### config.mk
export PLATFORM = sky130hd
export DESIGN_NAME = tccs_cmd_fifo
export DESIGN_NICKNAME = d
export VERILOG_FILES = /design/src/hw/rtl/tccs_pkg.sv /design/src/hw/rtl/tccs_cmd_fifo.sv
export SDC_FILE = /design/constraint.sdc
export NUM_CORES = 1
export LEC_CHECK = 0
export BUFFER_PORTS_ARGS = -buffer_cell sky130_fd_sc_hd__buf_4
export CAP_MARGIN = 20
export CORE_ASPECT_RATIO = 1.5
export CORE_UTILIZATION = 40
export CTS_CLUSTER_DIAMETER = 30
export DETAILED_ROUTE_END_ITERATION = 8
export GPL_TIMING_DRIVEN = 0
export PLACE_DENSITY = 0.66
export SETUP_SLACK_MARGIN = 0.02
export SLEW_MARGIN = 30
export SYNTH_ARGS = -nofsm -noshare
export SYNTH_HDL_FRONTEND = slang
export SYNTH_SLANG_ARGS = --single-unit
### constraint.sdc
create_clock -name clk_i -period 3.75 [get_ports clk_i]
set_input_delay 0.75 -clock clk_i [delete_from_list [all_inputs] [get_ports clk_i]]
set_output_delay 0.75 -clock clk_i [all_outputs]
set_load 0.02 [all_outputs]
### src/hw/rtl/tccs_pkg.sv
// Shared types, constants and address helpers for the text console.
`default_nettype none
package tccs_pkg;

  localparam int unsigned NUM_COLS   = 80;
  localparam int unsigned NUM_ROWS   = 25;
  localparam int unsigned CELL_COUNT = NUM_COLS * NUM_ROWS;
  localparam int unsigned ADDR_W     = $clog2(CELL_COUNT);
  localparam int unsigned COL_W      = 7;
  localparam int unsigned ROW_W      = 5;
  localparam int unsigned CELL_W     = 16;
  localparam int unsigned CMDQ_DEPTH = 2;

  localparam logic [7:0] NEWLINE_CODE = 8'h0A;
  localparam logic [7:0] SPACE_CODE   = 8'h20;

  typedef enum logic [1:0] {
    OP_PUT   = 2'd0,
    OP_CLEAR = 2'd1,
    OP_SET   = 2'd2,
    OP_READ  = 2'd3
  } op_e;

  typedef enum logic [1:0] {
    CMD_MOVE  = 2'd0,
    CMD_PUT   = 2'd1,
    CMD_CLEAR = 2'd2,
    CMD_READ  = 2'd3
  } cmd_e;

  typedef enum logic [2:0] {
    BK_INIT,
    BK_IDLE,
    BK_FILL,
    BK_READ
  } back_state_e;

  typedef struct packed {
    cmd_e             kind;
    logic [ROW_W-1:0] row;
    logic [COL_W-1:0] col;
    logic [7:0]       ch;
    logic [7:0]       attr;
    logic             scroll;
    logic [ROW_W-1:0] cur_row;
    logic [COL_W-1:0] cur_col;
  } cmd_t;

  // logical row -> memory address, with the ring base of the scrolled screen
  function automatic logic [ADDR_W-1:0] cell_addr(input logic [ROW_W-1:0] base,
                                                  input logic [ROW_W-1:0] row,
                                                  input logic [COL_W-1:0] col);
    logic [ROW_W:0]   sum;
    logic [ROW_W-1:0] phys;
    sum = {1'b0, base} + {1'b0, row};
    if (sum >= (ROW_W+1)'(NUM_ROWS)) begin
      sum = sum - (ROW_W+1)'(NUM_ROWS);
    end
    phys = sum[ROW_W-1:0];
    return ADDR_W'(phys) * ADDR_W'(NUM_COLS) + ADDR_W'(col);
  endfunction

endpackage
`default_nettype wire

### src/hw/rtl/tccs_cmd_fifo.sv
// Short command queue between front end and back end.
`default_nettype none
module tccs_cmd_fifo (
  input  wire logic         clk_i,
  input  wire logic         rst_ni,
  input  wire logic         push_i,
  input  wire tccs_pkg::cmd_t cmd_i,
  output logic              full_o,
  input  wire logic         pop_i,
  output tccs_pkg::cmd_t    cmd_o,
  output logic              empty_o
);
  import tccs_pkg::*;

  localparam int unsigned PTR_W = $clog2(CMDQ_DEPTH);
  localparam int unsigned CNT_W = $clog2(CMDQ_DEPTH + 1);

  cmd_t             slot_q [CMDQ_DEPTH];
  logic [PTR_W-1:0] wr_ptr_q, rd_ptr_q;
  logic [CNT_W-1:0] count_q;

  assign full_o  = (count_q == CNT_W'(CMDQ_DEPTH));
  assign empty_o = (count_q == '0);
  assign cmd_o   = slot_q[rd_ptr_q];

  always_ff @(posedge clk_i) begin
    if (push_i) begin
      slot_q[wr_ptr_q] <= cmd_i;
    end
  end

  always_ff @(posedge clk_i or negedge rst_ni) begin
    if (!rst_ni) begin
      wr_ptr_q <= '0;
      rd_ptr_q <= '0;
      count_q  <= '0;
    end else begin
      if (push_i) begin
        wr_ptr_q <= (32'(wr_ptr_q) == CMDQ_DEPTH - 1) ? '0 : wr_ptr_q + PTR_W'(1);
      end
      if (pop_i) begin
        rd_ptr_q <= (32'(rd_ptr_q) == CMDQ_DEPTH - 1) ? '0 : rd_ptr_q + PTR_W'(1);
      end
      if (push_i && !pop_i) begin
        count_q <= count_q + CNT_W'(1);
      end else if (pop_i && !push_i) begin
        count_q <= count_q - CNT_W'(1);
      end
    end
  end

  a_no_pop_empty: assert property (@(posedge clk_i) disable iff (!rst_ni)
    pop_i |-> !empty_o)
    else $error("pop from empty command queue");

endmodule
`default_nettype wire

==> reports/results.tsv <==
metric	value	unit
status	finished clean	
crit_fanout	10	
grt_max_degree	44	
slew_headroom	60.7	%
crit_type	flop to output pin	
die_h	116	um
postRouteAntennaNets	0	
viasPerCell	4.63	
fmax	0.449	GHz
reg2reg_to	slot_q[1][30]	
p_int	2.66	mW
route.met3.wl	269	um
drc	0	
wl_met1	2.01	mm
combPwrFrac	38.0	%
yosys_warnings	0	
hpwlAfterDp	3.71	mm
die_area	9110	um2
n_antenna_cell	0	
dr_wl_met2	3.13	mm
clock_path_buffers	2	
ios	92	
top_layer	met4	
finalWorstSetupSlack	1.52	ns
root_buffer	clkbuf_16	
core	8410	um2
nFillCells	686	
p_seq_share	37.3	%
hp-class	input pin to asynchronous set/reset pin	
synthToLayoutAreaGrowth	34.4	%
wl	5.53	mm
drt_first_pass_iters	4	
fin_total_pwr	3.75	mW
fin_crit_sh	59.4	%
setup_viol	0	
end_kind	output pin	
grt_pass1_wl	8.25	mm
syn_area_per_cell	23.3	um2
register_area	2680	um2
cts_sinks	90	
ir_drop	0.000481	V
grt_overflow_total	0	
row_count	41	
clock_latency	0.33	ns
r2r_slack	2.38	ns
r2r-start	wr_ptr_q	
period_needed	2.23	ns
pre_cts_ws	1.86	ns
cts_setup_buffers	0	
power_switching	1.09	mW
drt_iter0_markers	62	
final_cell_mix	buf_4 (91), edfxtp_1 (86), mux2_4 (39), clkbuf_16 (9)	
cts_buffers	9	
wire_per_inst	15.1	um
hold_violations	0	
clkTransAtPathRegs	0.06	ns
cts_htree_levels	3	
syn_inst	150	
rsz0062_at_grt	false	
p_per_area	800	nW/um2
ys_seq_area_share	76.8	%
cp_data_required_time	3.00	ns
swShare	29.0	%
multiInputGateArea	723	um2
clkPwrFrac	24.7	%
fin_nets	302	
postCtsHoldBufs	0	
startpoint_type	flop	
maxCapViolCount	0	
port_buffers	91	
antenna_found_initial	0	
skew	0.00641	ns
p_leak	1.90	nW
place.gp.congestion	0.661	
track_usage	12.8	%
syn_nets	198	
vias	1695	
ctsResizeCount	0	
reg2reg_depth	1	
grt_pass1_vias	1732	
yosysUniqueCellTypes	13	
drv_slew	0	
tritoncts	done	
worst_pin_slew	0.589	ns
worst_ep_arrival_time	1.48	ns
die_w	78.3	um
start_util	41.5	%
ys_ff_latch	90	
drive_gt1_share	61.0	%
mostFrequentLayoutCell	buf_4	
syn-cell-area	3490	um2
[critical path, stage by stage, from the launching register on]
cell     delay, ns
dfrtp_1       0.37
buf_6         0.16
buf_12        0.16
mux2_4        0.30
buf_4         0.16
[power groups by stage]
stage	logic, mW	registers (mW)	clock network, mW
after floorplan	0.955	1.41	0
after global placement	1.40	1.42	0
after detailed placement	1.45	1.42	0
after CTS	1.45	1.40	0.951
after global routing	1.50	1.42	0.981
final	1.43	1.40	0.928
[metal layers]
| layer | vias to the layer above | track usage, % |
|---|---|---|
| met5 | - | 0 |
| met4 | 0 | 8.15 |
| met3 | 10 | 3.83 |
| met2 | 52 | 23.0 |
| met1 | 839 | 12.7 |
| li1 | 794 | - |
[cells by family after synthesis]
group                    count (synthesis)  share of synthesized area, %
AND/OR/NAND/NOR                          5                         0.753
XOR/XNOR                                 5                          1.25
adder cells (fa/ha/maj)                  1                         0.358
buffers and inverters                    6                          2.72
multiplexers                            43                          18.1
flip-flops                              90                          76.8
[synth_stat cells, drive strengths merged]
master	instances	area share, %
ha	1	0.36
dfrtp	4	2.9
nor2	2	0.22
xnor2	1	0.25
and2	1	0.18
mux2	43	18
buf	5	2.6
inv	1	0.11
edfxtp	86	74
xor2	4	1.0
nor2b	2	0.36
[flip-flops by register name (all words and copies together), names as in the netlist]
name      count
wr_ptr_q      1
rd_ptr_q      1
slot_q       86
count_q       2
[area by class of cell]
class / count / area share [%]
sequential: 90 / 57.2
buffer: 5 / 1.95
multi-input combinational: 54 / 15.4
inverter: 1 / 0.0800
clock inverter: 7 / 2.00
clock buffer: 9 / 4.80
tap: 107 / 2.85
timing repair buffer: 93 / 15.7
[metrics by stage]
step	TNS [ns]	utilization, %	cells	area [um2]	hold WS, ns
5_1_grt	0	55.8	366	4690	0.190
4_1_cts	0	55.8	366	4690	0.186
3_3_place_gp	-26.51	51.2	348	4310	0.469
6_report	0	55.8	366	4690	0.200
3_5_place_dp	0	52.0	350	4370	0.487
2_1_floorplan	0	-	150	3490	0.454
[worst max path at each step]
stage,startpoint,to,cells past startpoint
finish,rd_ptr_q,cmd_o[40],4
global route,rd_ptr_q,cmd_o[36],4
CTS,rd_ptr_q,cmd_o[14],4
detailed placement,rd_ptr_q,cmd_o[40],4
global placement,push_i,slot_q[0][5],2
floorplan,push_i,slot_q[0][0],1
No activity file was read; power rests on OpenSTA's default activity.
