File: src/hw/rtl/tccs_pkg.sv
// Shared types, constants and address helpers for the text console.
`default_nettype none
package tccs_pkg;

  localparam int unsigned NUM_COLS   = 80;
  localparam int unsigned NUM_ROWS   = 25;
  localparam int unsigned CELL_COUNT = NUM_COLS * NUM_ROWS;
  localparam int unsigned ADDR_W     = $clog2(CELL_COUNT);
  localparam int unsigned COL_W      = 7;
  localparam int unsigned ROW_W      = 5;
  localparam int unsigned CELL_W     = 16;
  localparam int unsigned CMDQ_DEPTH = 2;

  localparam logic [7:0] NEWLINE_CODE = 8'h0A;
  localparam logic [7:0] SPACE_CODE   = 8'h20;

  typedef enum logic [1:0] {
    OP_PUT   = 2'd0,
    OP_CLEAR = 2'd1,
    OP_SET   = 2'd2,
    OP_READ  = 2'd3
  } op_e;

  typedef enum logic [1:0] {
    CMD_MOVE  = 2'd0,
    CMD_PUT   = 2'd1,
    CMD_CLEAR = 2'd2,
    CMD_READ  = 2'd3
  } cmd_e;

  typedef enum logic [2:0] {
    BK_INIT,
    BK_IDLE,
    BK_FILL,
    BK_READ
  } back_state_e;

  typedef struct packed {
    cmd_e             kind;
    logic [ROW_W-1:0] row;
    logic [COL_W-1:0] col;
    logic [7:0]       ch;
    logic [7:0]       attr;
    logic             scroll;
    logic [ROW_W-1:0] cur_row;
    logic [COL_W-1:0] cur_col;
  } cmd_t;

  // logical row -> memory address, with the ring base of the scrolled screen
  function automatic logic [ADDR_W-1:0] cell_addr(input logic [ROW_W-1:0] base,
                                                  input logic [ROW_W-1:0] row,
                                                  input logic [COL_W-1:0] col);
    logic [ROW_W:0]   sum;
    logic [ROW_W-1:0] phys;
    sum = {1'b0, base} + {1'b0, row};
    if (sum >= (ROW_W+1)'(NUM_ROWS)) begin
      sum = sum - (ROW_W+1)'(NUM_ROWS);
    end
    phys = sum[ROW_W-1:0];
    return ADDR_W'(phys) * ADDR_W'(NUM_COLS) + ADDR_W'(col);
  endfunction

endpackage
`default_nettype wire

File: src/hw/rtl/tccs_front.sv
// Front end: takes requests, tracks the cursor and emits decoded commands.
`default_nettype none
module tccs_front (
  input  wire logic                      clk_i,
  input  wire logic                      rst_ni,
  input  wire logic                      in_valid_i,
  output logic                           in_stall_o,
  input  wire logic [1:0]                operation_i,
  input  wire logic [7:0]                char_code_i,
  input  wire logic [7:0]                attribute_i,
  input  wire logic [tccs_pkg::COL_W-1:0] target_col_i,
  input  wire logic [tccs_pkg::ROW_W-1:0] target_row_i,
  input  wire logic                      q_full_i,
  output logic                           q_push_o,
  output tccs_pkg::cmd_t                 q_cmd_o
);
  import tccs_pkg::*;

  logic [ROW_W-1:0] cur_row_q, cur_row_d;
  logic [COL_W-1:0] cur_col_q, cur_col_d;
  logic [ROW_W:0]   row_inc;
  logic [ROW_W:0]   row_w;
  logic [COL_W-1:0] clamp_col;
  logic [ROW_W-1:0] clamp_row;
  cmd_t             cmd;

  assign in_stall_o = q_full_i;
  assign q_push_o   = in_valid_i && !q_full_i;
  assign row_inc    = {1'b0, cur_row_q} + (ROW_W+1)'(1);
  assign clamp_col  = (32'(target_col_i) >= NUM_COLS) ? COL_W'(NUM_COLS - 1) : target_col_i;
  assign clamp_row  = (32'(target_row_i) >= NUM_ROWS) ? ROW_W'(NUM_ROWS - 1) : target_row_i;

  always_comb begin
    cmd        = '0;
    cmd.kind   = CMD_MOVE;
    cmd.row    = cur_row_q;
    cmd.col    = cur_col_q;
    cmd.ch     = char_code_i;
    cmd.attr   = attribute_i;
    cur_row_d  = cur_row_q;
    cur_col_d  = cur_col_q;
    row_w      = {1'b0, cur_row_q};
    case (op_e'(operation_i))
      OP_PUT: begin
        if (char_code_i == NEWLINE_CODE) begin
          cmd.kind  = CMD_MOVE;
          cur_col_d = '0;
          row_w     = row_inc;
        end else begin
          cmd.kind = CMD_PUT;
          if (cur_col_q == COL_W'(NUM_COLS - 1)) begin
            cur_col_d = '0;
            row_w     = row_inc;
          end else begin
            cur_col_d = cur_col_q + COL_W'(1);
          end
        end
        if (row_w == (ROW_W+1)'(NUM_ROWS)) begin
          cmd.scroll = 1'b1;
          cur_row_d  = ROW_W'(NUM_ROWS - 1);
        end else begin
          cur_row_d  = row_w[ROW_W-1:0];
        end
      end
      OP_CLEAR: begin
        cmd.kind = CMD_CLEAR;
      end
      OP_SET: begin
        cmd.kind  = CMD_MOVE;
        cur_col_d = clamp_col;
        cur_row_d = clamp_row;
      end
      OP_READ: begin
        cmd.kind = CMD_READ;
        cmd.row  = clamp_row;
        cmd.col  = clamp_col;
      end
      default: begin
        cmd.kind = CMD_MOVE;
      end
    endcase
    cmd.cur_row = cur_row_d;
    cmd.cur_col = cur_col_d;
  end

  assign q_cmd_o = cmd;

  always_ff @(posedge clk_i or negedge rst_ni) begin
    if (!rst_ni) begin
      cur_row_q <= '0;
      cur_col_q <= '0;
    end else if (q_push_o) begin
      cur_row_q <= cur_row_d;
      cur_col_q <= cur_col_d;
    end
  end

  a_cursor_in_range: assert property (@(posedge clk_i) disable iff (!rst_ni)
    (32'(cur_row_q) < NUM_ROWS) && (32'(cur_col_q) < NUM_COLS))
    else $error("cursor outside screen");

endmodule
`default_nettype wire

File: config.mk
export PLATFORM = sky130hd
export DESIGN_NAME = tccs_front
export DESIGN_NICKNAME = d
export VERILOG_FILES = /design/src/hw/rtl/tccs_pkg.sv /design/src/hw/rtl/tccs_front.sv
export SDC_FILE = /design/constraint.sdc
export NUM_CORES = 1
export LEC_CHECK = 0
export ABC_AREA = 1
export ABC_CLOCK_PERIOD_IN_PS = 2300
export BUFFER_PORTS_ARGS = -buffer_cell sky130_fd_sc_hd__clkbuf_2
export CAP_MARGIN = 20
export CORE_MARGIN = 4
export CORE_UTILIZATION = 45
export DETAILED_ROUTE_END_ITERATION = 10
export GPL_ROUTABILITY_DRIVEN = 0
export PLACE_DENSITY = 0.81
export SETUP_SLACK_MARGIN = 0.4
export SLEW_MARGIN = 20
export SYNTH_ARGS = -nofsm -noshare
export SYNTH_HDL_FRONTEND = slang
export SYNTH_SLANG_ARGS = --single-unit
File: constraint.sdc
create_clock -name clk_i -period 2.3 [get_ports clk_i]
set_clock_uncertainty 0.05 [all_clocks]
set_input_delay 0.23 -clock clk_i [delete_from_list [all_inputs] [get_ports clk_i]]
set_output_delay 0.23 -clock clk_i [all_outputs]
set_load 0.01 [all_outputs]
==> metrics.cfg, run 1 <==
[outcome]
status = complete, no violations

[critical_path]
worstSetupEndpointType = output port
required_ps = 2020
crit_slowest_cell = dfrtp_1
critical_path.max_stage_delay_ps = 420
critical_path.top_delay_family = simple AND/OR/NAND/NOR gates
worstPathCellList = ha_4, nand3_4, clkinv_4, nand2_8, nand2_8, nand2_4, nand2_4, nor2_4, nand3_2, nand2_2, nand2_2, buf_6
path_buf_inv = 2
arrival_ps = 1920
cp-start-kind = flop
cp_max_fo = 4
crit_type = flop to output port

[timing]
fmax_ghz = 0.455
fin_crit_sh = 0.956
final_period_minus_worst_setup_slack_ps = 2200
rsz0062_at_grt = true
setup_tns_ps = 0
relSlewSlack = 0.643
setup_viol = 0
slew_violations = 0
final-hold-violation-count = 0
fin_ws_ps = 102
tightest_slew_ps = 534

[logic_synthesis]
yosysWarnings = 0
avgSynthCellArea_um2 = 6.44
syn_area_um2 = 1430
synth.area.top_cells = dfrtp_1 (21%), nand2_1 (17%), buf_4 (8.9%), o21ai_0 (6.0%), o21ai_1 (4.6%)
synth_cell_types = 33
synthCells = 222
netlist.area_leader.share = 0.210
synth-seq-cells = 12
post-synth-top-area-cell = dfrtp_1
syn_nets = 258
seq_area_frac_synth = 0.210

[cts]
cts_tree = done
cts-root-buf = clkbuf_4
cts_inserted_buffers = 3
clkTransAtPathRegs_ps = 80
htree_levels = 1
clk_latency_ps = 280
cts_num_sinks = 12
cts_buffer_depth = 2

[grt]
grt_max_degree = 22
grt.total_usage = 0.209
antenna_found_initial = 0
overflow = 0
grt_pass1_vias = 1565
grt_pass1_wl_mm = 6.92

[layout]
layout_commonest_cell = nand2_1
nets = 318
synthToLayoutAreaGrowth_pct = 38.1
layout.cells.most_common_list = nand2_1 (62), clkbuf_2 (50), inv_1 (17)
drive_gt1_frac = 0.480
utilization = 0.646
n_antenna_cell = 0

[die]
start_util = 0.468
row_count = 20
die_width_um = 64.4
core_um2 = 3050
io_pins = 79
die-area_um2 = 4140
fp.dieH_um = 64.4

[routing]
drt_iter0_markers = 131
routed_via_density = 5.34
vias = 1734
wl_per_cell_um = 14.9
first_pass_iters = 4
drt-total-wl_mm = 4.86
ant_nets = 0
drc_errors = 0

[power_and_ir_drop]
finalPower_uw = 1080
p_leak_uw = 0.000988
power_per_cell_area_nw_per_um2 = 549
vdd_ir_drop_max_mv = 0.392

[run]
drv_cap = 0

[placement]
post-place-ws_ps = 356
io_buffers = 62
hpwl_mm = 3.07

[hold_path]
hp-class = primary input to flop

==> state kept, by name, indices dropped and copies added (netlist names) <==
name,flops
cur_col_q,7
cur_row_q,5
==> through the flow <==
step / hold WS, ps / cell area, um2 / instances
floorplan: -116 / 1430 / 222
CTS: 183 / 1790 / 320
detailed placement: 92.0 / 1640 / 307
global route: 214 / 1970 / 325
finish: 186 / 1970 / 325
global placement: 87.9 / 1640 / 307
==> final timing paths <==
| path | slack (ps) | end | depth (start not counted) | startpoint |
|---|---|---|---|---|
| min in group asynchronous | 320 | cur_col_q[3]$_DFFE_PN0P_ | 2 | rst_ni |
| worst max register to register | 500 | cur_row_q[3]$_DFFE_PN0P_ | 13 | cur_col_q[0]$_DFFE_PN0P_ |
| worst min-delay path | 190 | cur_row_q[0]$_DFFE_PN0P_ | 3 | q_full_i |
| worst max-delay path | 100 | q_cmd_o[7] | 12 | cur_col_q[0]$_DFFE_PN0P_ |
| max in group asynchronous | 1610 | cur_col_q[4]$_DFFE_PN0P_ | 2 | rst_ni |
| worst min register to register | 590 | cur_col_q[5]$_DFFE_PN0P_ | 2 | cur_col_q[5]$_DFFE_PN0P_ |
==> synth_stat cells <==
cell	n
inv_2	5
nor2_1	13
ha_1	2
buf_4	17
a22oi_1	1
o211ai_2	1
nand2_4	3
dfrtp_1	12
clkbuf_1	3
inv_1	17
nor3_1	2
clkinv_2	1
a21boi_2	1
nand3b_1	1
xor2_1	2
o21ai_0	17
nor2_2	5
nand3_1	9
nand2_1	66
nand3_4	1
o21bai_1	1
buf_2	1
nand4_1	3
clkbuf_8	1
o311ai_2	1
or2_2	3
o221ai_1	7
nand3_2	2
a21oi_1	2
nor3_2	1
o21ai_1	13
buf_6	1
nand2_2	7
==> worst register-to-register path, cell delays in order, from the launching register on <==
cell	delay, ps
dfrtp_1	420
ha_4	190
nand3_4	120
clkinv_4	100
nand2_8	100
nand2_2	50
nand2_1	60
nand2_1	60
nand2_2	100
buf_6	100
o211ai_2	90
buf_4	140
nand2_1	40
o21ai_1	50
==> kinds of logic (layout without fill, tap and decap cells) <==
logic type / Yosys count / count (layout) / share of synthesized area
AND/OR/NAND/NOR: 116 / 116 / 0.387
buffers and inverters: 46 / 105 / 0.179
AO/OA/AOI/OAI: 44 / 44 / 0.194
flip-flops: 12 / 12 / 0.210
adder cells (fa/ha/maj): 2 / 2 / 0.0175
XOR/XNOR: 2 / 2 / 0.0123
==> power breakdown <==
part / total (uW) / internal (uW) / switching [uW]
Sequential: 309 / 250 / 59.0
Clock: 175 / 96.3 / 78.6
Combinational: 599 / 255 / 344
Total: 1080 / 601 / 482
==> area by class of cell <==
| cell class | count | area, um2 |
|---|---|---|
| flip-flops and latches | 12 | 303 |
| well taps | 44 | 55.1 |
| repair buffers | 78 | 445 |
| fillers | 287 | 1080 |
| inverters | 23 | 91.3 |
| multi-input cells | 164 | 1040 |
| clock buffers | 4 | 36.3 |
==> layer usage <==
layer,GRT usage,wire [um],up-vias
met5,0,0,-
met4,0.0633,196,0
met3,0.0439,286,26
met2,0.356,2380,78
met1,0.263,1990,788
li1,-,-,842
==> what timing repair did <==
item                       CTS  global route
hold buffers                 1             0
hold endpoints to repair    12             0
cloned                       0             0
resized for setup           14            38
pin swaps                   12            15
setup buffers                8             5
setup endpoints to repair   11            12
(Power assumes the default switching activity.)
==> run 2, diff against run 1 <==
--- a/config.mk
+++ b/config.mk
@@ -19,3 +19,4 @@
 export SYNTH_ARGS = -nofsm -noshare
 export SYNTH_HDL_FRONTEND = slang
 export SYNTH_SLANG_ARGS = --single-unit
+export TNS_END_PERCENT = 10
==> constraint.sdc (replaced) <==
create_clock -name clk_i -period 2.3 [get_ports clk_i]
set_clock_uncertainty 0.05 [all_clocks]
set_input_delay 0.115 -clock clk_i [delete_from_list [all_inputs] [get_ports clk_i]]
set_output_delay 0.115 -clock clk_i [all_outputs]
set_load 0.01 [all_outputs]
==> run 2 against run 1 <==
  * Wire length fell by 12%
  * Register-to-register slack worse by 80 ps
  * First-iteration DRC count is 43% lower
  * Non-clock buffer count down 6
  * Clock-buffer cell count did not move
  * Power shrank 6.7%
  * Core utilization is 5.3 points lower
  * Sequential share of layout area rose by 1.4 points
==> metrics.cfg, run 2 (same netlist as run 1, synthesis figures left out) <==
[routing]
drc_errors = 0
drt-total-wl_mm = 4.27
vias = 1679
routed_via_density = 5.26
drt_iter0_markers = 75
first_pass_iters = 5
wl_per_cell_um = 13.4
ant_nets = 0

[critical_path]
arrival_ps = 1910
startpoint = cur_row_q[1]$_DFFE_PN0P_
r2r_setup_slack_ps = 420
crit_type = flop to output port
required_ps = 2130
reg2reg_depth = 14
cp_max_fo = 6
worstPathCellList = ha_2, inv_1, nand2_1, nand2_1, inv_1, nor2_1, a21oi_2, nor2_2, nand3_2, nand2_2, nand2_2, buf_6
worstSetupEndpointType = output port
cp-start-kind = flop
r2r_start = cur_row_q[1]$_DFFE_PN0P_
crit_slowest_cell = dfrtp_2
reg2reg_to = cur_row_q[0]$_DFFE_PN0P_
crit_end = q_cmd_o[7]
critical_path.max_stage_delay_ps = 460

[timing]
tightest_slew_ps = 557
slew_violations = 0
fin_crit_sh = 0.902
fmax_ghz = 0.482
rsz0062_at_grt = true
setup_viol = 0
setup_tns_ps = 0
relSlewSlack = 0.628
final_period_minus_worst_setup_slack_ps = 2070
final-hold-violation-count = 0

[power_and_ir_drop]
vdd_ir_drop_max_mv = 0.286
power_per_cell_area_nw_per_um2 = 557
p_leak_uw = 0.000911

[die]
die-area_um2 = 4140
row_count = 20
die_width_um = 64.4
fp.dieH_um = 64.4
core_um2 = 3050
start_util = 0.468
io_pins = 79

[cts]
cts_tree = done
clk_latency_ps = 290
clkTransAtPathRegs_ps = 90
htree_levels = 1
cts_num_sinks = 12
cts_inserted_buffers = 3
cts_buffer_depth = 2
cts-root-buf = clkbuf_4

[grt]
grt_max_degree = 22
grt.total_usage = 0.196
grt_pass1_vias = 1480
antenna_found_initial = 0
overflow = 0
grt_pass1_wl_mm = 6.53

[layout]
drive_gt1_frac = 0.429
layout_commonest_cell = nand2_1
utilization = 0.593
regMostFlops = cur_col_q
layout.cells.most_common_list = nand2_1 (63), clkbuf_2 (61), inv_1 (17), o21ai_0 (17), o21ai_1 (13)
nets = 312
synthToLayoutAreaGrowth_pct = 26.8
fillers = 301
largest_reg_flops = 7
reg_top3 = cur_col_q x7, cur_row_q x5
n_antenna_cell = 0

[placement]
hpwl_mm = 3.10
io_buffers = 62

[hold_path]
hp-class = primary input to flop

[run]
drv_cap = 0

[outcome]
status = complete, no violations

run 2: repair_timing:
action	CTS	global route
endpoints found under the hold margin	12	0
pin swaps	4	5
endpoints found under the setup margin	11	11
resized for setup	11	9
buffers inserted	5	3
hold buffers	1	0
run 2: metrics by stage:
stage	power (uW)	instances	cell area (um2)	setup slack, ps	hold WS [ps]
3_3_place_gp	738	306	1630	503	-26.6
6_report	1010	319	1810	226	73.9
4_1_cts	963	316	1750	264	87.1
2_1_floorplan	614	222	1430	588	-231
3_5_place_dp	747	306	1630	445	-24.2
5_1_grt	1070	319	1810	158	97.7
run 2: routing by layer:
layer  vias to the layer above  global-route usage  part of all wire
li1                        831                   -                 -
met1                       752               0.253              0.43
met3                        17              0.0281             0.078
met4                         0              0.0739             0.025
met5                         -                   0                 0
met2                        79               0.330              0.47
run 2: how the worst min path moves through the flow:
stage | from | slack (ps) | to | cells past startpoint
after floorplan | rst_ni | -230 | cur_col_q[0]$_DFFE_PN0P_ | 0
after global placement | rst_ni | -30 | cur_col_q[5]$_DFFE_PN0P_ | 1
after detailed placement | rst_ni | -20 | cur_col_q[5]$_DFFE_PN0P_ | 1
after CTS | q_full_i | 90 | cur_row_q[0]$_DFFE_PN0P_ | 3
after global routing | q_full_i | 100 | cur_row_q[0]$_DFFE_PN0P_ | 3
final | q_full_i | 70 | cur_row_q[0]$_DFFE_PN0P_ | 3
run 2: cell type report:
cell class	instances	area (um2)	share of cell area
tap	44	55.1	0.0304
sequential	12	304	0.168
timing repair buffer	72	398	0.220
multi-input combinational	164	927	0.512
inverter	23	91.3	0.0504
clock buffer	4	36.3	0.0200
run 2: where the power goes:
group	switching, uW	internal (uW)	leakage (uW)
combinational	297	213	0.000743
sequential	62.9	250	0.000147
clock	89.7	96.7	0.0000210
run 2: critical path, delay by kind of cell (launching register included):
kind	cells	cell delay, ps
AND/OR/NAND/NOR	7	650
flip-flops	1	460
buffers and inverters	3	230
adder cells (fa/ha/maj)	1	210
AO/OA/AOI/OAI	1	70
==> run 3, diff against run 2 <==
==> constraint.sdc (replaced) <==
create_clock -name clk_i -period 2.3 [get_ports clk_i]
set_clock_uncertainty 0.05 [all_clocks]
set_input_delay 0.115 -clock clk_i [delete_from_list [all_inputs] [get_ports clk_i]]
set_output_delay 0.115 -clock clk_i [all_outputs]
set_load 0.02 [all_outputs]
==> run 3 against run 2 <==
  * Clock-buffer cell count is 1 lower
  * Critical path depth did not move
  * Hold slack lost 2.3 ps
  * Flip-flop and latch count unchanged
  * Cell count stayed put
  * Non-clock buffer count is 1 higher
  * Largest cell class unchanged
  * Core utilization rose by 1.5 points
  * First-iteration DRC count grew 2.7%
  * Global-route usage is 0.79 points higher
  * Sequential share of layout area down 0.41 points
==> metrics.cfg, run 3 (same netlist as run 1, synthesis figures left out) <==
[outcome]
status = complete, no violations

[grt]
overflow = 0
grt_pass1_vias = 1531
grt_max_degree = 22
grt.total_usage = 0.204
antenna_found_initial = 0
grt_pass1_wl_mm = 6.75

[layout]
nets = 313
regMostFlops = cur_col_q
multiInputGateArea_um2 = 976
fillers = 289
seq_area_um2 = 304
layout.cells.most_common_list = nand2_1 (63), clkbuf_2 (60), inv_1 (17), o21ai_0 (17), o21ai_1 (13)
synthToLayoutAreaGrowth_pct = 29.9
layout_commonest_cell = nand2_1
reg_top3 = cur_col_q x7, cur_row_q x5
largest_reg_flops = 7
n_antenna_cell = 0
utilization = 0.608
drive_gt1_frac = 0.429

[critical_path]
critical_path.max_stage_delay_ps = 420
crit_path_frequent_cell = nand2_4
path_buf_inv = 2
cp_max_fo = 4
cp-start-kind = flop
crit_slowest_cell = dfrtp_1
worstSetupEndpointType = output port
critical_path.top_delay_family = simple AND/OR/NAND/NOR gates
crit_type = flop to output port
required_ps = 2130
arrival_ps = 1910
worstPathCellList = ha_4, nand3_4, clkinv_4, nand2_8, nand2_8, nand2_4, nand2_4, nor2_4, nand3_2, nand2_2, nand2_4, buf_8

[power_and_ir_drop]
vdd_ir_drop_max_mv = 0.349
power_per_cell_area_nw_per_um2 = 573
p_leak_uw = 0.000938

[routing]
drc_errors = 0
drt-total-wl_mm = 4.45
routed_via_density = 5.33
drt-met1-wl_mm = 1.81
ant_nets = 0
first_pass_iters = 4
dr_wl_met3_um = 387
drt_iter0_markers = 77
vias = 1700
dr.max_layer_used = met4
wl_met2_mm = 2.11
wl_per_cell_um = 13.9

[cts]
cts_buffer_depth = 2
htree_levels = 1
clkTransAtPathRegs_ps = 90
cts-root-buf = clkbuf_4
cts_tree = done
cts_num_sinks = 12
cts_inserted_buffers = 3
clk_latency_ps = 290

[timing]
fin_crit_sh = 0.902
hold-worst-slack_ps = 71.6
final-hold-violation-count = 0
setup_tns_ps = 0
slew_violations = 0
final_period_minus_worst_setup_slack_ps = 2080
relSlewSlack = 0.648
rsz0062_at_grt = true
fmax_ghz = 0.482
setup_viol = 0
tightest_slew_ps = 527

[hold_path]
hp-class = primary input to flop

[die]
fp.dieH_um = 64.4
die-area_um2 = 4140
io_pins = 79
row_count = 20
die_width_um = 64.4
start_util = 0.468
core_um2 = 3050

[run]
drv_cap = 0

[placement]
io_buffers = 62
hpwl_mm = 3.11

==> run 3: cell types whose count changed in the layout (fill, tap and decap cells not counted), moves of 2 or more <==
cell and change:
nand2_2 -4, buf_4 +3, nor2_2 -2, nand2_4 +3
nor2_4 +2, buf_6 -2
==> run 3: metrics by stage <==
stage               setup slack, ps  instance area, um2  total power [uW]  instances
floorplan                       526                1430               683        222
global placement                463                1630               803        306
detailed placement              424                1630               811        306
CTS                             291                1790              1020        317
global route                    146                1860              1130        319
finish                          225                1860              1060        319
==> run 3: cell type report <==
type,count,area share
Sequential cell,12,0.164
Tap cell,44,0.0296
Clock buffer,3,0.0121
Inverter,23,0.0492
Timing Repair Buffer,73,0.220
Multi-Input combinational cell,164,0.526
==> run 3: final timing paths <==
kind / end / startpoint / slack, ps / depth (start not counted)
min in group asynchronous: cur_row_q[2]$_DFFE_PN0P_ / rst_ni / 200 / 2
max in group asynchronous: cur_col_q[5]$_DFFE_PN0P_ / rst_ni / 1730 / 2
min reg2reg: cur_col_q[5]$_DFFE_PN0P_ / cur_col_q[5]$_DFFE_PN0P_ / 590 / 2
min: cur_row_q[0]$_DFFE_PN0P_ / q_full_i / 70 / 3
max: q_cmd_o[7] / cur_col_q[1]$_DFFE_PN0P_ / 220 / 12
max reg2reg: cur_row_q[0]$_DFFE_PN0P_ / cur_col_q[1]$_DFFE_PN0P_ / 410 / 14
==> run 3: power by group <==
| part | leakage (uW) | total (uW) | internal, uW | switching [uW] |
|---|---|---|---|---|
| Sequential | 0.000147 | 312 | 250 | 61.4 |
| Clock | 0.0000138 | 145 | 61.0 | 84.3 |
| Combinational | 0.000777 | 606 | 227 | 379 |
| Total | 0.000938 | 1060 | 538 | 525 |
==> run 3: routing by layer <==
layer	vias up	global-route usage
li1	825	-
met1	758	0.258
met2	96	0.335
met3	21	0.0387
met4	0	0.0923
met5	-	0
==> run 3: worst reg2reg max path, cell delays in order, from the launching register on <==
cell and delay, ps:
dfrtp_1 420, ha_4 180, nand3_4 120, clkinv_4 90, nand2_8 80, nand2_8 70, nand2_4 90, nand2_4 60
nor2_4 110, nand3_2 110, nand2_2 100, nand2_4 60, buf_4 140, nand2_2 60, nand2_2 50
==> run 3: what timing repair did <==
item                                    CTS  global route
buffers inserted                          7             2
hold buffers                              1             0
endpoints found under the setup margin   11            12
endpoints found under the hold margin    12             0
pin swaps                                 4             6
resized for setup                        19            11
